===== src/rtl/core/smmu_pkg.sv =====
// Shared codes, field widths and constants for the segmented MMU translator.
package smmu_pkg;

  localparam int unsigned VA_W    = 16;
  localparam int unsigned PA_W    = 23;
  localparam int unsigned WORD_W  = 16;
  localparam int unsigned PAGES   = 8;
  localparam int unsigned SPACES  = 2;
  localparam int unsigned ENTRIES = PAGES * SPACES;
  localparam int unsigned PAGE_W  = $clog2(PAGES);
  localparam int unsigned ADDR_W  = $clog2(ENTRIES);
  localparam int unsigned IN_W    = 48;
  localparam int unsigned OUT_W   = 40;

  typedef enum logic [1:0] {
    OP_TRANSLATE = 2'd0,
    OP_WRITE_PAR = 2'd1,
    OP_WRITE_PDR = 2'd2,
    OP_WRITE_SR  = 2'd3
  } op_t;

  typedef enum logic [1:0] {
    ST_OK     = 2'd0,
    ST_ABORT  = 2'd1,
    ST_NOIMPL = 2'd2,
    ST_UNUSED = 2'd3
  } res_status_t;

  typedef enum logic [1:0] {
    SEL_CURRENT  = 2'd0,
    SEL_PREVIOUS = 2'd1,
    SEL_KERNEL   = 2'd2,
    SEL_INVALID  = 2'd3
  } map_sel_t;

  localparam logic [1:0] MODE_KERNEL = 2'd0;
  localparam logic [1:0] MODE_SUPER  = 2'd1;
  localparam logic [1:0] MODE_USER   = 2'd3;

  localparam logic [PA_W-1:0]   IO_PAGE_BASE  = 23'o0760000;
  localparam logic [VA_W-1:0]   IO_PAGE_START = 16'o160000;
  localparam logic [WORD_W-1:0] ABORT_NONRES  = 16'o100000;
  localparam logic [WORD_W-1:0] ABORT_LENGTH  = 16'o040000;
  localparam logic [WORD_W-1:0] ABORT_RDONLY  = 16'o020000;
  localparam logic [WORD_W-1:0] WRITTEN_BIT   = 16'o000100;
  localparam logic [WORD_W-1:0] USER_MODE_BITS = 16'o000140;

endpackage


===== src/rtl/core/segmented_mmu_translate_top.sv =====
// Segmented MMU: page register memories, address translation and abort status.
// Timing: the input beat is registered in stage 1 and the result beat in the output register.
// Throughput: one beat per cycle unless the output stalls; page registers sit in two
// registered-read RAMs, a pending write-back is forwarded to the item read in the same cycle.
// Reset: synchronous, clears the status register and all page entry valid bits,
// so every page register reads zero until written.
module segmented_mmu_translate_top (
  input  logic                        clk,
  input  logic                        rst,
  input  logic                        s_tvalid,
  output logic                        s_tready,
  // [15:0] virtual_address, [19:16] mode_bits, [21:20] mapping_select, [22] is_write,
  // [23] reg_space, [26:24] reg_index, [42:27] write_data, [47:43] zero
  input  logic [smmu_pkg::IN_W-1:0]   s_tdata,
  // [1:0] operation
  input  logic [1:0]                  s_tuser,
  output logic                        m_tvalid,
  input  logic                        m_tready,
  // [22:0] physical_address, [38:23] status_word, [39] zero
  output logic [smmu_pkg::OUT_W-1:0]  m_tdata,
  // [1:0] status
  output logic [1:0]                  m_tuser
);
  import smmu_pkg::*;

  // input unpack
  logic [VA_W-1:0]   in_va;
  logic [3:0]        in_modes;
  logic [1:0]        in_sel;
  logic              in_wr;
  logic              in_space;
  logic [PAGE_W-1:0] in_ri;
  logic [WORD_W-1:0] in_data;
  logic [1:0]        in_mode;
  logic [ADDR_W-1:0] in_addr;

  assign in_va    = s_tdata[15:0];
  assign in_modes = s_tdata[19:16];
  assign in_sel   = s_tdata[21:20];
  assign in_wr    = s_tdata[22];
  assign in_space = s_tdata[23];
  assign in_ri    = s_tdata[26:24];
  assign in_data  = s_tdata[42:27];

  always_comb begin
    case (map_sel_t'(in_sel))
      SEL_CURRENT:  in_mode = in_modes[3:2];
      SEL_PREVIOUS: in_mode = in_modes[1:0];
      SEL_KERNEL:   in_mode = MODE_KERNEL;
      default:      in_mode = MODE_SUPER;
    endcase
    if (op_t'(s_tuser) == OP_TRANSLATE) begin
      in_addr = {in_mode == MODE_USER, in_va[VA_W-1 -: PAGE_W]};
    end else begin
      in_addr = {in_space, in_ri};
    end
  end

  // stage 1 registers
  logic              s1_valid;
  op_t               s1_op;
  logic [VA_W-1:0]   s1_va;
  logic [1:0]        s1_mode;
  logic              s1_wr;
  logic [ADDR_W-1:0] s1_addr;
  logic [WORD_W-1:0] s1_data;

  logic advance;
  logic take;
  assign advance  = !m_tvalid || m_tready;
  assign s_tready = !s1_valid || advance;
  assign take     = s_tvalid && s_tready;

  // page register memories
  logic [WORD_W-1:0]  par_mem [ENTRIES];
  logic [WORD_W-1:0]  pdr_mem [ENTRIES];
  logic [ENTRIES-1:0] par_vld;
  logic [ENTRIES-1:0] pdr_vld;
  logic [WORD_W-1:0]  par_q;
  logic [WORD_W-1:0]  pdr_q;
  logic               par_vq;
  logic               pdr_vq;
  logic [ADDR_W-1:0]  rd_addr;

  logic              par_we;
  logic              pdr_we;
  logic [WORD_W-1:0] par_wdata;
  logic [WORD_W-1:0] pdr_wdata;

  // last cycle's write-back, for the item whose read overlapped it
  logic              fw_par;
  logic              fw_pdr;
  logic [ADDR_W-1:0] fw_addr;
  logic [WORD_W-1:0] fw_par_data;
  logic [WORD_W-1:0] fw_pdr_data;

  assign rd_addr = take ? in_addr : s1_addr;

  always_ff @(posedge clk) begin
    par_q  <= par_mem[rd_addr];
    pdr_q  <= pdr_mem[rd_addr];
    par_vq <= par_vld[rd_addr];
    pdr_vq <= pdr_vld[rd_addr];
    if (par_we) begin
      par_mem[s1_addr] <= par_wdata;
    end
    if (pdr_we) begin
      pdr_mem[s1_addr] <= pdr_wdata;
    end
    fw_addr     <= s1_addr;
    fw_par_data <= par_wdata;
    fw_pdr_data <= pdr_wdata;
  end

  // stage 1 evaluation
  logic [WORD_W-1:0] mmu_status;
  logic [WORD_W-1:0] mmu_status_next;
  logic [WORD_W-1:0] par;
  logic [WORD_W-1:0] desc;
  logic [PAGE_W-1:0] page;
  logic [6:0]        blk;
  logic [6:0]        plf;
  logic              user;
  logic              len_fault;
  logic [WORD_W-1:0] cause;
  logic [1:0]        res_st;
  logic [PA_W-1:0]   res_pa;
  logic              fire;

  assign fire = s1_valid && advance;
  assign par  = (fw_par && fw_addr == s1_addr) ? fw_par_data : (par_vq ? par_q : '0);
  assign desc = (fw_pdr && fw_addr == s1_addr) ? fw_pdr_data : (pdr_vq ? pdr_q : '0);
  assign page = s1_va[VA_W-1 -: PAGE_W];
  assign blk  = s1_va[12:6];
  assign plf  = desc[14:8];
  assign user = (s1_mode == MODE_USER);
  assign len_fault = desc[3] ? (blk < plf) : (blk > plf);

  always_comb begin
    mmu_status_next = mmu_status;
    res_st    = ST_OK;
    res_pa    = '0;
    par_we    = 1'b0;
    pdr_we    = 1'b0;
    par_wdata = s1_data;
    pdr_wdata = s1_data;
    cause     = '0;
    case (s1_op)
      OP_WRITE_PAR: par_we = fire;
      OP_WRITE_PDR: pdr_we = fire;
      OP_WRITE_SR:  mmu_status_next = s1_data;
      OP_TRANSLATE: begin
        if (!mmu_status[0]) begin
          if (s1_va >= IO_PAGE_START) begin
            res_pa = IO_PAGE_BASE + {{(PA_W-13){1'b0}}, s1_va[12:0]};
          end else begin
            res_pa = {{(PA_W-VA_W){1'b0}}, s1_va};
          end
        end else if (s1_mode != MODE_KERNEL && s1_mode != MODE_USER) begin
          res_st = ST_NOIMPL;
        end else begin
          if (!desc[1]) begin
            cause = ABORT_NONRES;
          end else if (len_fault) begin
            cause = ABORT_LENGTH;
          end else if (s1_wr && !desc[2]) begin
            cause = ABORT_RDONLY;
          end
          if (cause != '0) begin
            res_st = ST_ABORT;
            mmu_status_next = mmu_status | cause | (user ? USER_MODE_BITS : '0)
                            | {{(WORD_W-PAGE_W-1){1'b0}}, page, 1'b0};
          end else begin
            res_pa    = {1'b0, par, 6'b0} + {{(PA_W-13){1'b0}}, s1_va[12:0]};
            pdr_we    = fire && s1_wr;
            pdr_wdata = desc | WRITTEN_BIT;
          end
        end
      end
      default: res_st = ST_OK;
    endcase
  end

  always_ff @(posedge clk) begin
    if (rst) begin
      s1_valid   <= 1'b0;
      m_tvalid   <= 1'b0;
      mmu_status <= '0;
      par_vld    <= '0;
      pdr_vld    <= '0;
      fw_par     <= 1'b0;
      fw_pdr     <= 1'b0;
    end else begin
      fw_par <= par_we;
      fw_pdr <= pdr_we;
      if (par_we) begin
        par_vld[s1_addr] <= 1'b1;
      end
      if (pdr_we) begin
        pdr_vld[s1_addr] <= 1'b1;
      end
      if (take) begin
        s1_valid <= 1'b1;
      end else if (fire) begin
        s1_valid <= 1'b0;
      end
      if (fire) begin
        mmu_status <= mmu_status_next;
        m_tvalid   <= 1'b1;
      end else if (m_tready) begin
        m_tvalid <= 1'b0;
      end
    end
  end

  always_ff @(posedge clk) begin
    if (take) begin
      s1_op   <= op_t'(s_tuser);
      s1_va   <= in_va;
      s1_mode <= (in_sel == SEL_INVALID) ? MODE_SUPER : in_mode;
      s1_wr   <= in_wr;
      s1_addr <= in_addr;
      s1_data <= in_data;
    end
    if (fire) begin
      m_tuser <= res_st;
      m_tdata <= {1'b0, mmu_status_next, res_pa};
    end
  end

`ifndef SYNTHESIS
  a_abort_sets_cause: assert property (@(posedge clk) disable iff (rst)
    m_tvalid && m_tuser == ST_ABORT |-> (m_tdata[38] || m_tdata[37] || m_tdata[36]))
    else $error("abort result without a cause bit in the status word");

  a_fault_no_address: assert property (@(posedge clk) disable iff (rst)
    m_tvalid && m_tuser != ST_OK |-> m_tdata[22:0] == '0)
    else $error("faulted result carries a physical address");

  a_reset_unmapped: assert property (@(posedge clk)
    $past(rst) |-> mmu_status == '0 && par_vld == '0 && pdr_vld == '0)
    else $error("reset left mapping state behind");
`endif

endmodule

===== config.mk =====
export PLATFORM = sky130hd
export DESIGN_NAME = segmented_mmu_translate_top
export DESIGN_NICKNAME = d
export VERILOG_FILES = /design/src/rtl/core/smmu_pkg.sv /design/src/rtl/core/segmented_mmu_translate_top.sv
export SDC_FILE = /design/constraint.sdc
export NUM_CORES = 1
export LEC_CHECK = 0
export ABC_AREA = 1
export BUFFER_PORTS_ARGS = -buffer_cell sky130_fd_sc_hd__buf_2
export CORE_MARGIN = 2
export CORE_UTILIZATION = 48
export DETAILED_ROUTE_END_ITERATION = 7
export PLACE_DENSITY = 0.67
export SLEW_MARGIN = 5
export SYNTH_ARGS = -nofsm -noshare
export SYNTH_HDL_FRONTEND = slang
export SYNTH_SLANG_ARGS = --single-unit

===== constraint.sdc =====
create_clock -name clk -period 3.4 [get_ports clk]
set_input_delay 0.17 -clock clk [delete_from_list [all_inputs] [get_ports clk]]
set_output_delay 0.17 -clock clk [all_outputs]
set_load 0.005 [all_outputs]

# Yosys cells after proc, flatten, opt, wreduce, memory -nomap -nowiden

Memories as Yosys holds them, arrays and structs flattened. A register that Yosys moved wholly into a read port is not among the register bits.
Index checks and enable logic that the tools add are counted.

Order comparisons: 6
Add/subtract/negate cells: 2
Bitwise gates (word level): 7
Muxes and demuxes: 48
Reductions and logical operators: 22
Equal/unequal tests: 10

Operators by type and width:

| kind                                                                         | count |
|---|---|
| 16-bit two-way mux                                                           | 15 |
| 23-bit two-way mux                                                           | 3 |
| 16-bit bitwise OR                                                            | 3 |
| 16-bit one-hot mux with 2 select lines                                       | 1 |
| 22-bit by 13-bit adder with 23-bit output                                    | 1 |
| 18-bit by 13-bit adder with 19-bit output, first input constant              | 1 |
| 19-bit two-way mux                                                           | 1 |
| 1-bit two-way mux                                                            | 17 |
| 16-bit >= comparator, second input constant                                  | 1 |
| 16-bit by 4-bit bitwise OR with 16-bit output                                | 1 |
| 16-bit by 7-bit bitwise OR with 16-bit output                                | 1 |
| 16-bit nonzero test                                                          | 1 |
| 15-bit two-way mux                                                           | 1 |
| 14-bit two-way mux                                                           | 1 |
| 2-bit equality test, second input constant                                   | 6 |
| 4-bit by 5-bit less-than comparator with 1-bit output, second input constant | 2 |
| 1-bit binary-select mux with 4-bit select                                    | 2 |
| 1-bit logical AND                                                            | 8 |
| 4-bit two-way mux                                                            | 2 |
| 7-bit > comparator                                                           | 1 |
| 7-bit less-than comparator                                                   | 1 |
| 7-bit two-way mux                                                            | 1 |
| 2-bit logical NOT                                                            | 3 |
| 2-bit one-hot mux with 3 select lines                                        | 1 |
| 13 further kinds                                                             | 20 |

Memories kept: 2
Word-level logic and storage cells: 119
Output and inout port bits: 44
Memory bits (writable): 512
Register bits: 172

Memories:

| memory  | depth | bits a word | rd ports | clocked after memory_dff | write ports | RTL line                          | source |
|---|---|---|---|---|---|---|---|
| par_mem | 16    | 16          | 1        | 1                        | 1           | segmented_mmu_translate_top.sv:75 | `logic [WORD_W-1:0] par_mem [ENTRIES];` |
| pdr_mem | 16    | 16          | 1        | 1                        | 1           | segmented_mmu_translate_top.sv:76 | `logic [WORD_W-1:0] pdr_mem [ENTRIES];` |

# Longest topological paths before layout

Word-level depth: 18
Mapped depth: 25
Mapped depth without buffers: 24

# Worst setup path before layout

OpenSTA, ideal clock, no wires.

Path kind: flip-flop to flip-flop
From: register s1_addr[3]
To: register m_tdata[20] (netlist bit) (data pin)
Data arrival time: 3.384 ns
Setup slack: -0.239 ns
Buffers on the path: 3
Period minus slack after synthesis: 3.639 ns
Cell stages (with the launch flop): 23
Path through: dfxtp_1 nand2_1 nand2_1 nor2_4 nand3_1 buf_2 clkbuf_1 clkbuf_1 nor2_1 a21oi_1 ha_1 inv_1 fa_1 o21ai_0 a21oi_1 o21bai_1 nand2_1 nand2_1 nand2_1 nor3_2 nand2_1 xor2_1 nor2_1

Cells in the longest elaborated chain, start to end: 15

Ends and longest elaborated chain:

| what                                                                        | RTL line                                                               | source |
|---|---|---|
| start: declaration                                                          | segmented_mmu_translate_top.sv:65                                      | `logic [ADDR_W-1:0] s1_addr;` |
| start signal: assignment                                                    | segmented_mmu_translate_top.sv:222                                     | `s1_addr <= in_addr;` |
| 4-bit equality test *                                                       | segmented_mmu_translate_top.sv:131, segmented_mmu_translate_top.sv:132 |  |
| parallel branches: the longest is 11 deep, another holds 7-bit > comparator | -                                                                      |  |
| 23-bit two-way mux *                                                        | segmented_mmu_translate_top.sv:169                                     | `if (cause != '0) begin` |
| 23-bit two-way mux *                                                        | segmented_mmu_translate_top.sv:159                                     | `end else if (s1_mode != MODE_KERNEL && s1_mode != MODE_USER) begin` |
| 23-bit two-way mux *                                                        | segmented_mmu_translate_top.sv:153                                     | `if (!mmu_status[0]) begin` |
| end signal: assignment                                                      | segmented_mmu_translate_top.sv:227                                     | `m_tdata <= {1'b0, mmu_status_next, res_pa};` |
| end: declaration                                                            | segmented_mmu_translate_top.sv:20                                      | `output logic [smmu_pkg::OUT_W-1:0] m_tdata,` |

Every way passes the cells marked *. The select of a mux whose other input is x is not followed.
A chain may end at the register's enable or synchronous reset.

# Final worst setup path

From: register s1_addr[1]
To: memory pdr_mem[1][13] (enable)

Cells in the longest elaborated chain, start to end: 18

Ends and longest elaborated chain:

| what                                                                        | RTL line |
|---|---|
| parallel branches: the longest is 18 deep, another holds 7-bit > comparator | - |
| end: declaration                                                            | segmented_mmu_translate_top.sv:76 |

Parallel ways; which one is timed is not known. The select of a mux whose other input is x is not followed.

==> metrics.md <==
| Metric | Value |
|---|---|
| Top post-synthesis cells by count | edfxtp_1, nor2_1, o21ai_0 |
| Placed inst area | 0.0258 mm2 |
| Setup TNS | 0 ps |
| Minimum clock period | 3200 ps |
| Overall Global Routing Usage | 0.233 |
| Initial antenna violation count | 1 |
| Diode count | 0 |
| Yosys cell types | 43 |
| Routed wire per std cell | 21.4 um |
| WP data arrival | 3530 ps |
| Tightest Pin Transition | 973 ps |
| Slew Limit Fails | 0 |
| Root Buffer | clkbuf_16 |
| Status | complete, no violations |
| Largest net degree at the start of global routing | 159 |
| H-Tree Depth | 2 |
| Final setup viols | 0 |
| Vias in the first global route | 15885 |
| # port buffers | 91 |
| Count leader, synth | edfxtp_1 |
| Worst slew margin | 0.352 |
| Max stage delay cell, worst path | dfxtp_2 |
| Gr ovfl total | 0 |
| Sequential area share after synthesis | 0.713 |
| CP bufs+invs | 4 |
| Clock share of power | 0.398 |
| Row count | 81 |
| Initial DRC count | 1553 |
| Cell accounting for the most synthesized area | edfxtp_1 |
| Max reg flops | 256 |
| CTS Buf Count | 58 |
| WL final | 61400 um |
| EDFF count, synth | 494 |
| CP peak stage delay | 360 ps |
| Post-place setup slack | 61.0 ps |
| WS Path Type | reg2reg |
| Average cell area after synthesis | 12.0 um2 |
| Syn_nets | 2076 |
| Cells after Synth | 2003 |
| Cell breakdown of the critical path | inv_2, nand2_1, nand2_1, nor2_4, nand3_4, o21ai_0, ha_1, nand2_1, nor2_1, a211oi_2, nand3_1, nand2_4, nand4_4, nand2_4, buf_12, nand3_1, inv_2, buf_12 |
| Fin area | 0.0284 mm2 |
| Share of the synthesized area in the top cell type | 0.617 |
| Worst Hold Class | in2reg |
| Main flop type after synthesis | edfxtp_1 |
| Combinational power share | 0.105 |
| Top Registers | par_mem x256, pdr_mem x160, m_tdata x39 |
| Fmax | 0.313 GHz |
| VDD IR max | 0.616 mV |
| Layout Skew | 24.8 ps |
| Die Span Y | 228 um |
| Hold Vio Cnt, Final | 0 |
| Final net count | 2231 |
| Cell Pwr Density | 596 mW/mm2 |
| Seq cells post-synth | 608 |
| Critical path's top delay family | simple AND/OR/NAND/NOR gates |
| Crit-path most repeated cell | nand2_1 |
| Post-DP HPWL | 35100 um |
| Max-cap viol count | 0 |
| Area grow syn2layout | 18.3% |
| Worst-path fanout max | 10 |
| Routed vias | 16200 |
| Final worst slack | 205 ps |
| IO Count | 98 |
| Worst endpoint required time | 3740 ps |
| # DRC | 0 |
| Int Pwr | 12.8 mW |
| Leak pwr | 10.1 nW |
| Fraction of layout cells with a size suffix above 1 | 0.163 |
| Number of fill cells in the layout | 3887 |
| Async S/R FF share, synth | 0 |
| Crit path launch type | flip-flop |
| Fin crit share | 0.940 |
| Top cells by area, synth | edfxtp_1, dfxtp_1, o21ai_0 |
| Sw Ratio | 0.245 |
| Yosys warns | 0 |
| Post-route ant nets | 0 |
| CTS sink cnt | 608 |
| Clk_lat worst skew | 630 ps |
| Worst setup EP type | flip-flop |
| CTS tree | done |
| Cell area after synthesis | 0.0240 mm2 |
| Die area | 0.0519 mm2 |
| CORE AREA | 0.0492 mm2 |
| Reg power frac | 0.497 |
| RSZ-0062 raised after global routing | true |
| Clock slew at reported path FFs | 70 ps |
| CTS Buffer Depth | 3 |
| Drt first pass iters | 7 |
| Largest Register | par_mem |
| Die W | 228 um |
| First-pass GRT wire length | 93100 um |
| Post-layout total power | 16.9 mW |
| Initial cell density of the core | 0.489 |
| Vias per cell | 5.64 |
| Placer congestion estimate | 0.872 |
| Sw Pwr | 4.15 mW |
-- area by class of cell --
cell class              instances  area [um2]  share of cell area
clock buffers                  74        1640              0.0576
inverters                     150         577              0.0203
repair buffers                211        1830              0.0643
flip-flops and latches        608       17100               0.602
well taps                     664         831              0.0292
multi-input cells            1129        6030               0.212
clock inverters                35         393              0.0138
-- power by group through the flow --
| stage | clock network (mW) | logic (mW) | registers [mW] |
|---|---|---|---|
| detailed placement | 0 | 1.68 | 8.57 |
| global route | 7.14 | 1.96 | 8.43 |
| global placement | 0 | 1.64 | 8.56 |
| CTS | 6.84 | 1.73 | 8.41 |
| finish | 6.75 | 1.77 | 8.41 |
| floorplan | 0 | 1.10 | 8.49 |
-- repair_timing --
item	CTS	global route
buffers inserted	0	2
hold buffers	42	0
resized for setup	0	41
endpoints found under the setup margin	0	335
endpoints found under the hold margin	39	0
-- kinds of logic (layout without fill, tap and decap cells) --
group                    after synthesis  after routing  synth area share
AO/OA/AOI/OAI                        497            497             0.124
adder cells (fa/ha/maj)               19             19            0.0102
XOR/XNOR                               6              6           0.00219
buffers and inverters                267            470            0.0435
other                                  1              1          0.000156
flip-flops                           608            608             0.713
AND/OR/NAND/NOR                      602            603             0.106
multiplexers                           3              3           0.00141
-- final timing paths --
path	cells past startpoint	to	slack [ps]	from
worst max-delay path	18	pdr_mem[1][13]$_DFFE_PP_	200	s1_addr[1]$_DFF_P_
worst min-delay path	2	pdr_vld[7]$_SDFFE_PP0P_	100	rst
worst max register to register	18	pdr_mem[1][13]$_DFFE_PP_	200	s1_addr[1]$_DFF_P_
worst min register to register	0	fw_addr[2]$_DFF_P_	380	s1_addr[2]$_DFF_P_
-- layout by cell type, fill, tap and decap left out, types with 4 or more instances in the layout --
cell type and n:
edfxtp_1 494, nor2_1 321, o21ai_0 255, nand2_1 152
inv_1 130, dfxtp_1 110, buf_2 91, o221ai_1 78
nand3_1 74, clkbuf_16 62, buf_4 48, a21oi_1 45
dlygate4sd3_1 42, o22ai_1 35, o211ai_1 33, buf_12 29
o21ai_1 20, ha_1 18, inv_2 17, a21oi_2 11
nor3_2 10, clkinv_2 10, nand3_2 9, nor2_2 8
clkinvlp_4 8, a211oi_1 8, clkbuf_1 8, nand2_2 7
bufinv_16 7, clkinv_1 7, o21ai_2 5, xor2_1 5
nor2_4 4, or2_2 4, clkbuf_8 4, dfxtp_2 4
-- stage by stage --
stage,hold WS [ps],cells,utilization
2_1_floorplan,269,2003,-
3_3_place_gp,346,2716,0.526
3_5_place_dp,349,2716,0.526
4_1_cts,75.1,2867,0.576
5_1_grt,92.9,2871,0.578
6_report,102,2871,0.578
-- metal layers --
| metal | up-vias | share of wire | global-route usage |
|---|---|---|---|
| li1 | 7500 | - | - |
| met1 | 7957 | 0.42 | 0.314 |
| met2 | 628 | 0.49 | 0.391 |
| met3 | 115 | 0.069 | 0.0331 |
| met4 | 0 | 0.029 | 0.0796 |
| met5 | - | 0 | 0 |
No activity file was read; power rests on OpenSTA's default activity.
